$ cat src/rtl/pcts_pkg.sv
// Shared types and constants for the POV column timing scheduler.
package pcts_pkg;

  // Divisor is speed (20 bits) times column count (8 bits).
  localparam int unsigned SPEED_W = 20;
  localparam int unsigned COUNT_W = 8;
  localparam int unsigned DIVR_W  = SPEED_W + COUNT_W;

  localparam logic [15:0]        PERIOD_MAX   = 16'd65000;
  localparam logic [15:0]        PERIOD_MIN   = 16'd1;
  localparam logic [SPEED_W-1:0] SPEED_MIN    = 20'd2;
  localparam logic [COUNT_W-1:0] COUNT_RESET  = 8'd64;

  typedef enum logic [1:0] {
    OP_POLL  = 2'd0,
    OP_START = 2'd1,
    OP_STOP  = 2'd2
  } op_e;

  typedef struct packed {
    logic [1:0]         op;
    logic [15:0]        timer_now;
    logic               speed_ready;
    logic [SPEED_W-1:0] speed_rpm_q4;
  } in_item_t;

  typedef struct packed {
    logic               flash;
    logic [COUNT_W-1:0] column_index;
    logic [15:0]        period_ticks;
  } out_item_t;

  typedef struct packed {
    logic busy;
    logic done;
  } div_stat_t;

endpackage

$ cat src/rtl/pcts_div.sv
// Radix-2 restoring divider, one quotient bit per cycle.
module pcts_div #(
  parameter int unsigned NUM_W = 28
) (
  input  logic                      clk,
  input  logic                      rst_n,
  input  logic                      start,
  input  logic [NUM_W-1:0]          dividend,
  input  logic [pcts_pkg::DIVR_W-1:0] divisor,
  output pcts_pkg::div_stat_t       stat,
  output logic [NUM_W-1:0]          quotient
);

  localparam int unsigned DW    = pcts_pkg::DIVR_W;
  localparam int unsigned CNT_W = (NUM_W > 1) ? $clog2(NUM_W) : 1;

  logic [DW-1:0]    rem_r, rem_nxt;
  logic [NUM_W-1:0] quo_r, quo_nxt;
  logic [DW-1:0]    dvs_r;
  logic [CNT_W-1:0] cnt_r;
  logic             busy_r, done_r;

  logic [DW:0]      trial;
  logic [DW:0]      diff;
  logic             ge;
  logic [NUM_W:0]   quo_shift;

  // One restoring step: bring down the next dividend bit, subtract if it fits.
  always_comb begin
    trial     = {rem_r, quo_r[NUM_W-1]};
    ge        = trial >= {1'b0, dvs_r};
    diff      = trial - {1'b0, dvs_r};
    rem_nxt   = ge ? diff[DW-1:0] : trial[DW-1:0];
    quo_shift = {quo_r, ge};
    quo_nxt   = quo_shift[NUM_W-1:0];
  end

  always_ff @(posedge clk) begin
    if (!rst_n) begin
      busy_r <= 1'b0;
      done_r <= 1'b0;
      cnt_r  <= '0;
    end else begin
      done_r <= 1'b0;
      if (start) begin
        busy_r <= 1'b1;
        cnt_r  <= '0;
      end else if (busy_r) begin
        cnt_r <= cnt_r + 1'b1;
        if (cnt_r == CNT_W'(NUM_W - 1)) begin
          busy_r <= 1'b0;
          done_r <= 1'b1;
        end
      end
    end
  end

  always_ff @(posedge clk) begin
    if (start) begin
      rem_r <= '0;
      quo_r <= dividend;
      dvs_r <= divisor;
    end else if (busy_r) begin
      rem_r <= rem_nxt;
      quo_r <= quo_nxt;
    end
  end

  assign stat.busy = busy_r;
  assign stat.done = done_r;
  assign quotient  = quo_r;

endmodule

$ cat src/rtl/pov_column_timing_scheduler.sv
// Top level of the POV column timing scheduler: sequencer, state and I/O registers.
//
// Usage:
//   Input channel (in_valid / in_stall / in_data) carries one transaction per
//   poll, start or stop command. Every accepted transaction yields exactly one
//   result transaction on the output channel (out_valid / out_stall / out_data):
//   flash flag, flashed column and the current ticks-per-column period.
//   cfg_we / cfg_wdata write the column count; write it only while idle.
//   Start, stop, ignored ops and non-dividing polls pass from the check step
//   straight to the write-back step into the output register. A poll with
//   a ready, valid speed runs the divider, which yields the NUM_W quotient bits
//   one at a time (NUM_W = bits of TICK_NUMERATOR, 28 by default), then the
//   clamp, flash and write-back steps; write-back also waits out any output stall.
//   One transaction is in flight at a time; in_stall is high while the
//   sequencer is busy. A result waiting in the output register does not block
//   acceptance; only the final write-back step waits for it to drain.
//   Reset (synchronous, rst_n low): display disabled, period, deadline and
//   column position cleared, column count back to 64, output register empty.
//   A stalled result holds in the output register unchanged until taken.
module pov_column_timing_scheduler #(
  parameter longint unsigned TICK_NUMERATOR = 240000000
) (
  input  logic                                clk,
  input  logic                                rst_n,
  input  logic                                in_valid,
  output logic                                in_stall,
  input  pcts_pkg::in_item_t                  in_data,
  output logic                                out_valid,
  input  logic                                out_stall,
  output pcts_pkg::out_item_t                 out_data,
  input  logic                                cfg_we,
  input  logic [pcts_pkg::COUNT_W-1:0]        cfg_wdata
);

  localparam int unsigned NUM_W = $clog2(TICK_NUMERATOR + 1);
  localparam logic [NUM_W-1:0] NUM_VAL = NUM_W'(TICK_NUMERATOR);
  localparam int unsigned CW = pcts_pkg::COUNT_W;

  typedef enum logic [5:0] {
    ST_IDLE  = 6'b000001,
    ST_CHK   = 6'b000010,
    ST_DIV   = 6'b000100,
    ST_CLAMP = 6'b001000,
    ST_FLASH = 6'b010000,
    ST_FIN   = 6'b100000
  } state_t;

  state_t state_r, state_nxt;

  // Latched transaction and block state.
  pcts_pkg::in_item_t item_r;
  logic [CW-1:0] cfg_count_r;
  logic [CW-1:0] col_pos_r;
  logic [15:0]   period_r;
  logic [15:0]   deadline_r;
  logic          started_r;
  logic          enabled_r;
  logic          flash_r;
  logic [CW-1:0] col_out_r;

  logic                 out_valid_r;
  pcts_pkg::out_item_t  out_data_r;

  // Divider hookup.
  logic                          div_start;
  logic [pcts_pkg::DIVR_W-1:0]   div_divisor;
  pcts_pkg::div_stat_t           div_stat;
  logic [NUM_W-1:0]              div_quo;

  logic          poll_go;
  logic          speed_ok;
  logic [63:0]   quo_ext;
  logic [15:0]   period_clamped;
  logic [15:0]   elapsed;
  logic          due;
  logic [CW-1:0] col_inc;
  logic          out_load;

  assign in_stall = (state_r != ST_IDLE);

  // A poll only acts while enabled and with a ready speed.
  assign poll_go  = (item_r.op == pcts_pkg::OP_POLL) && enabled_r && item_r.speed_ready;
  assign speed_ok = (cfg_count_r != '0) && (item_r.speed_rpm_q4 >= pcts_pkg::SPEED_MIN);

  // Single 20x8 multiply, registered inside the divider at start.
  assign div_start   = (state_r == ST_CHK) && poll_go && speed_ok;
  assign div_divisor = pcts_pkg::DIVR_W'(item_r.speed_rpm_q4 * cfg_count_r);

  pcts_div #(
    .NUM_W (NUM_W)
  ) u_div (
    .clk      (clk),
    .rst_n    (rst_n),
    .start    (div_start),
    .dividend (NUM_VAL),
    .divisor  (div_divisor),
    .stat     (div_stat),
    .quotient (div_quo)
  );

  // Clamp the quotient to 1..65000.
  always_comb begin
    quo_ext = 64'(div_quo);
    if (quo_ext > 64'(pcts_pkg::PERIOD_MAX)) begin
      period_clamped = pcts_pkg::PERIOD_MAX;
    end else if (quo_ext < 64'(pcts_pkg::PERIOD_MIN)) begin
      period_clamped = pcts_pkg::PERIOD_MIN;
    end else begin
      period_clamped = quo_ext[15:0];
    end
  end

  // Wrapped elapsed time since the deadline; advance column with 8-bit wrap.
  assign elapsed = item_r.timer_now - deadline_r;
  assign due     = elapsed >= period_r;
  assign col_inc = col_pos_r + 1'b1;

  // Write back only once the output register is free or draining.
  assign out_load = (state_r == ST_FIN) && (!out_valid_r || !out_stall);

  always_comb begin
    state_nxt = state_r;
    unique case (state_r)
      ST_IDLE:  if (in_valid) state_nxt = ST_CHK;
      ST_CHK:   state_nxt = div_start ? ST_DIV : ST_FIN;
      ST_DIV:   if (div_stat.done) state_nxt = ST_CLAMP;
      ST_CLAMP: state_nxt = ST_FLASH;
      ST_FLASH: state_nxt = ST_FIN;
      ST_FIN:   if (out_load) state_nxt = ST_IDLE;
      default:  state_nxt = ST_IDLE;
    endcase
  end

  always_ff @(posedge clk) begin
    if (!rst_n) begin
      state_r     <= ST_IDLE;
      cfg_count_r <= pcts_pkg::COUNT_RESET;
      col_pos_r   <= '0;
      period_r    <= '0;
      deadline_r  <= '0;
      started_r   <= 1'b0;
      enabled_r   <= 1'b0;
      flash_r     <= 1'b0;
      col_out_r   <= '0;
      out_valid_r <= 1'b0;
    end else begin
      state_r <= state_nxt;
      if (cfg_we) begin
        cfg_count_r <= cfg_wdata;
      end

      unique case (state_r)
        ST_IDLE: begin
          flash_r   <= 1'b0;
          col_out_r <= '0;
        end
        ST_CHK: begin
          priority if (item_r.op == pcts_pkg::OP_START) begin
            enabled_r <= 1'b1;
            started_r <= 1'b0;
          end else if (item_r.op == pcts_pkg::OP_STOP) begin
            enabled_r <= 1'b0;
            started_r <= 1'b0;
            period_r  <= '0;
          end else if (poll_go && !speed_ok) begin
            period_r <= '0;
          end else begin
          end
        end
        ST_DIV: begin
        end
        ST_CLAMP: begin
          // Store the clamped period; latch the start time on the first valid poll after a start.
          period_r <= period_clamped;
          if (!started_r) begin
            started_r  <= 1'b1;
            deadline_r <= item_r.timer_now;
          end
        end
        ST_FLASH: begin
          if (due) begin
            flash_r    <= 1'b1;
            col_out_r  <= col_pos_r;
            col_pos_r  <= (col_inc >= cfg_count_r) ? '0 : col_inc;
            deadline_r <= deadline_r + period_r;
          end
        end
        ST_FIN: begin
        end
        default: begin
        end
      endcase

      // Hold the result until taken; refill in the same cycle it drains.
      if (out_load) begin
        out_valid_r <= 1'b1;
      end else if (!out_stall) begin
        out_valid_r <= 1'b0;
      end
    end
  end

  always_ff @(posedge clk) begin
    if (state_r == ST_IDLE && in_valid) begin
      item_r <= in_data;
    end
    if (out_load) begin
      out_data_r.flash        <= flash_r;
      out_data_r.column_index <= col_out_r;
      out_data_r.period_ticks <= period_r;
    end
  end

  assign out_valid = out_valid_r;
  assign out_data  = out_data_r;

`ifndef SYNTHESIS
  // No transaction is accepted while the divider is working.
  a_accept_div_idle: assert property (@(posedge clk) disable iff (!rst_n)
    (in_valid && !in_stall) |-> !div_stat.busy)
    else $error("input accepted while divider busy");

  // A new result appears only from the write-back step.
  a_out_from_fin: assert property (@(posedge clk) disable iff (!rst_n)
    $rose(out_valid_r) |-> $past(state_r == ST_FIN))
    else $error("result produced outside write-back");

  // The period never exceeds the clamp limit.
  a_period_range: assert property (@(posedge clk) disable iff (!rst_n)
    period_r <= pcts_pkg::PERIOD_MAX)
    else $error("period above clamp limit");

  // After a flash the column position is inside the column count.
  a_col_wrap: assert property (@(posedge clk) disable iff (!rst_n)
    (state_r == ST_FLASH && due && !cfg_we) |=> (col_pos_r < cfg_count_r || col_pos_r == '0))
    else $error("column position out of range after flash");
`endif

endmodule

$ cat config.mk
export PLATFORM = sky130hd
export DESIGN_NAME = pov_column_timing_scheduler
export DESIGN_NICKNAME = d
export VERILOG_FILES = /design/src/rtl/pcts_pkg.sv /design/src/rtl/pcts_div.sv /design/src/rtl/pov_column_timing_scheduler.sv
export SDC_FILE = /design/constraint.sdc
export NUM_CORES = 1
export LEC_CHECK = 0
export ABC_AREA = 1
export BUFFER_PORTS_ARGS = -buffer_cell sky130_fd_sc_hd__buf_2
export CAP_MARGIN = 10
export CORE_MARGIN = 1
export CORE_UTILIZATION = 64
export DETAILED_ROUTE_END_ITERATION = 10
export PLACE_DENSITY = 0.87
export SLEW_MARGIN = 20
export SYNTH_ARGS = -nofsm -noshare
export SYNTH_HDL_FRONTEND = slang
export SYNTH_HIERARCHICAL = 1
export SYNTH_SLANG_ARGS = --single-unit
$ cat constraint.sdc
create_clock -name clk -period 6.3 [get_ports clk]
set_input_delay 0.945 -clock clk [delete_from_list [all_inputs] [get_ports clk]]
set_output_delay 0.945 -clock clk [all_outputs]
set_load 0.005 [all_outputs]
Word level (Yosys, flattened, before mapping)
Index checks and enable logic that the tools add are counted.
{"block": "op_classes", "addsub": 5, "n_mul": 1, "magnitude_cmp": 6, "eq_ne": 19, "muxes": 30, "bitwise_logic": 2, "n_reduce_logical": 27}
{"operator": "$mux W16", "count": 7}
{"operator": "$pmux W16 S2", "count": 2}
{"operator": "$pmux W6 S6", "count": 1}
{"operator": "$ge A29 B28 Y1", "count": 1}
{"operator": "$gt A28 B16 Y1 const B", "count": 1}
{"operator": "$lt A28 B1 Y1 const B", "count": 1}
{"operator": "$mul A20 B8 Y28", "count": 1}
{"operator": "$mux W28", "count": 1}
{"operator": "$sub A28 B28 Y28", "count": 1}
{"operator": "$mux W6", "count": 4}
{"operator": "$ge A20 B2 Y1 const B", "count": 1}
{"operator": "$add A16 B16 Y16", "count": 1}
{"operator": "$ge A16 B16 Y1", "count": 1}
{"operator": "$mux W8", "count": 2}
{"operator": "$pmux W8 S2", "count": 1}
{"operator": "$sub A16 B16 Y16", "count": 1}
{"operator": "$mux W1", "count": 10}
{"operator": "$ne A2 B2 Y1 const B", "count": 5}
{"operator": "$reduce_and A3 Y1", "count": 3}
{"operator": "$add A8 B1 Y8 const B", "count": 1}
{"operator": "$ge A8 B8 Y1", "count": 1}
{"operator": "$logic_and A1 B1 Y1", "count": 8}
{"operator": "$reduce_and A2 Y1", "count": 4}
{"operator": "$reduce_bool A2 Y1", "count": 4}
{"operator": "other kinds (21)", "count": 27}
{"block": "word_totals", "register_bits": 221, "output_inout_bits": 27}

Longest topological paths before layout
{"block": "logic_depth", "ltp_word": 8, "depth_mapped": 23, "mapped_depth_nobuf": 23}

Cells and area by module
The synthesis kept the hierarchy.
{"module": "pov_column_timing_scheduler", "n_inst": 1, "cells_per_inst": 1674, "area_per_inst_um2": 12628.4, "seq_area_each_um2": 3243.1}
{"module": "pcts_div", "n_inst": 1, "cells_per_inst": 833, "area_per_inst_um2": 5830.6, "seq_area_each_um2": 2382.3}

Worst setup path after synthesis
Ideal clock, no wire load.
{"block": "synth_timing", "kind": "register to register", "start": "reg cfg_count_r[7]", "end": "reg u_div.dvs_r[24], data pin", "setup_ps": 260, "t_arrival_ps": 4141, "t_required_ps": 6040, "path_slack_ps": 1899, "stages_incl_launch_ff": 17, "path_buffers": 1, "synth_period_minus_slack_ps": 4401, "cell_sequence": "dfxtp_1 -> clkbuf_1 -> nand2_1 -> fa_1 -> fa_1 -> inv_1 -> fa_1 -> inv_1 -> fa_1 -> inv_1 -> ha_1 -> a21o_1 -> a21oi_1 -> o21ai_0 -> nand3b_1 -> nand2_1 -> xor2_1"}
{"block": "synth_between", "elab_chain_cells": 1}
{"item": "start: declaration", "line": "pov_column_timing_scheduler.sv:52", "source": "logic [CW-1:0] cfg_count_r;"}
{"item": "start signal: assignment", "line": "pov_column_timing_scheduler.sv:137", "source": "cfg_count_r <= pcts_pkg::COUNT_RESET;"}
{"item": "start signal: assignment", "line": "pov_column_timing_scheduler.sv:149", "source": "cfg_count_r <= cfg_wdata;"}
{"item": "$mul A20 B8 Y28", "line": "pov_column_timing_scheduler.sv:87", "source": "assign div_divisor = pcts_pkg::DIVR_W'(item_r.speed_rpm_q4 * cfg_count_r);"}
{"item": "via div_divisor, one bit", "line": "pov_column_timing_scheduler.sv:66", "source": "logic [pcts_pkg::DIVR_W-1:0] div_divisor;"}
{"item": "end signal: assignment", "line": "pcts_div.sv:62", "source": "dvs_r <= divisor;"}
{"item": "end: declaration", "line": "pcts_div.sv:19", "source": "logic [DW-1:0] dvs_r;"}
The timed path passes the listed nets, and every way through them passes these cells.
A chain may end at the register's enable or synchronous reset.

Final worst setup path
{"block": "layout_timing", "start": "reg cfg_count_r[6]", "end": "reg u_div.dvs_r[24], data pin"}
Same word-level chain as after synthesis.

==> impl_metrics.csv <==
group,metric,value,unit
status,run_status,"finished, final reports clean",
worst_hold_path,hold_path_depth,0,
clock_tree,h-tree-depth,1,
power,intPower,2.97,mW
route,wl_met1,18700,um
timing,hold_viol_final,0,
timing,setup_slack,1220,ps
route,routed_wirelength,43900,um
final_layout,fin_nets,2867,
clock_tree,clock_path_buffers,3,
global_routing,antenna_found_initial,3,
worst_setup_path,cp.required,6580,ps
placement,post-place-ws,1280,ps
floorplan,fp-row-count,61,
synth,syn_area_per_cell,7.36,um2
route,wl_met2,20200,um
power,seq_power_share,36.6,%
final_layout,final_common_cell,"nand2_1",
clock_tree,postCtsHoldBufs,0,
worst_setup_path,r2r_end,"u_div/dvs_r[24]$_DFFE_PP_",
route,routedWlPerCell,14.8,um
worst_hold_path,hp-start,"col_out_r[5]$_SDFFE_PN0P_",
power,swShare,35.1,%
floorplan,dieArea,29500,um2
worst_setup_path,worstPathArrival,5360,ps
synth,netlist_area,18500,um2
power,p_total,4.58,mW
global_routing,grt_util_all_layers,30.7,%
clock_tree,cts_tree,"done",
final_layout,syn_to_final_growth,7.77,%
timing,setup_viol,0,
placement,postPlaceCellArea,19100,um2
worst_setup_path,setup.worst_path.end_class,"flop",
clock_tree,clockRootBuffer,"clkbuf_16",
route,drc_errors,0,
floorplan,start_util,65.7,%
floorplan,core,28100,um2
clock_tree,cts_made_buffers,24,
timing,setup_tns,0,ps
route,drtIter0Drc,1570,
clock_tree,postCtsResizedCells,0,
power,power_switching,1.61,mW
flow_run,cap_violations,0,
floorplan,die_width,172,um
timing,post-route-min-period,5080,ps
route,routed_via_density,5.41,
timing,slew_headroom,35.4,%
timing,rsz0062_at_grt,"no",
worst_setup_path,rrSetupSlack,1220,ps
final_layout,final_cell_mix,"745 x nand2_1, 504 x inv_1, 165 x nor2_1, 144 x nand3_1, 135 x ha_1",
power,power_frac_comb,33.8,%
floorplan,ios,79,
worst_setup_path,worstSetupPathType,"reg2reg",
global_routing,grt_pass1_wl,72600,um
global_routing,grt_pass1_vias,15500,
final_layout,nFillCells,2259,
route,vias,16100,
power,clkPwrFrac,29.5,%
final_layout,stdcell_area,19900,um2
clock_tree,post_cts_buffers,0,
route,routed.top_layer,"met5",
power,leakagePower,10.5,nW
global_routing,grt_max_degree,44,
clock_tree,cts.sinks,221,
floorplan,die_h,172,um
worst_hold_path,hold-path-endpoint,"out_data[21]$_DFFE_PP_",
worst_setup_path,rr_startpoint,"cfg_count_r[6]$_SDFFE_PN1P_",
timing,max_freq,0.197,GHz
worst_hold_path,hold_path_class,"reg2reg",
route,wl_met3,3860,um
worst_setup_path,startpoint_type,"flop",
timing,tightest_slew,968,ps
synth,synth_cells,2506,
final_layout,drive_gt1_share,6.57,%
synth,yosys_warnings,6,
placement,gp_congestion,0.985,
timing,fin_crit_sh,80.7,%
final_layout,multi_input_area,10600,um2
clock_tree,worstSkewPairLatency,530,ps
global_routing,grt-ovfl-total,0,
placement,portBuffers,78,
worst_setup_path,rr_worst_depth,15,
timing,drv_slew,0,
route,ant_nets,0,
clock_tree,path_clk_slew,60,ps
final_layout,regArea,5630,um2
worst_setup_path,crit_path_max_fanout,22,
timing,fin_skew,19.0,ps
power,power_density,230,nW/um2
power,ir_worst_vdd,0.252,mV
placement,dp_hpwl,33200,um
route,dr.pass1.iters,5,
metrics by stage:
step / hold WS (ps) / std cells / util [%]
2_1_floorplan: 409 / 2532 / -
3_3_place_gp: 413 / 2920 / 68.0
3_5_place_dp: 422 / 2920 / 68.0
4_1_cts: 433 / 2964 / 70.7
5_1_grt: 452 / 2965 / 70.8
6_report: 431 / 2966 / 70.8
routing by layer:
metal | global-route usage [%] | vias up
met5 | 0 | -
met4 | 10.0 | 4
met3 | 4.88 | 91
met2 | 49.6 | 673
met1 | 42.2 | 7434
li1 | - | 7848
critical path, cell delays in order, from the launching register on:
cell and delay [ps]:
dfxtp_1 930, nand2_1 160, fa_1 520, fa_1 550, inv_1 60, fa_1 540, inv_1 80, fa_1 570
inv_1 50, ha_1 340, a21o_1 170, a21oi_1 270, o21ai_0 240, nand3b_1 130, nand2_1 70, xor2_1 140
how the worst max path moves through the flow:
stage                                     start                        end  cells after the start
floorplan           cfg_count_r[7]$_SDFFE_PN0P_  u_div/dvs_r[24]$_DFFE_PP_                     16
global placement    cfg_count_r[4]$_SDFFE_PN0P_  u_div/dvs_r[24]$_DFFE_PP_                     16
detailed placement  cfg_count_r[3]$_SDFFE_PN0P_  u_div/dvs_r[24]$_DFFE_PP_                     16
CTS                 cfg_count_r[4]$_SDFFE_PN0P_  u_div/dvs_r[24]$_DFFE_PP_                     16
global route        cfg_count_r[4]$_SDFFE_PN0P_  u_div/dvs_r[24]$_DFFE_PP_                     16
finish              cfg_count_r[6]$_SDFFE_PN1P_  u_div/dvs_r[24]$_DFFE_PP_                     15
flip-flops by register name (all words and copies together), names as in the netlist, 6 cells and up:
register        count
u_div/dvs_r        28
out_data           25
item_r             39
col_out_r           8
u_div/quotient     28
deadline_r         16
period_r           16
cfg_count_r         8
col_pos_r           8
u_div/rem_r        28
state_r             6
power by group through the flow:
stage	clock network, mW	registers [mW]	logic (mW)
after global placement	0	1.70	1.48
after global routing	1.43	1.68	1.79
after floorplan	0	1.65	1.23
final	1.35	1.68	1.55
after CTS	1.37	1.67	1.54
after detailed placement	0	1.70	1.52
area by class of cell:
type                    count  area share (%)
inverters                 509            9.64
flip-flops and latches    221            28.3
repair buffers             86            2.33
diodes                      1          0.0126
multi-input cells        1727            53.5
clock inverters            13           0.440
clock buffers              31            3.42
well taps                 378            2.38
No activity file was read; power rests on OpenSTA's default activity.
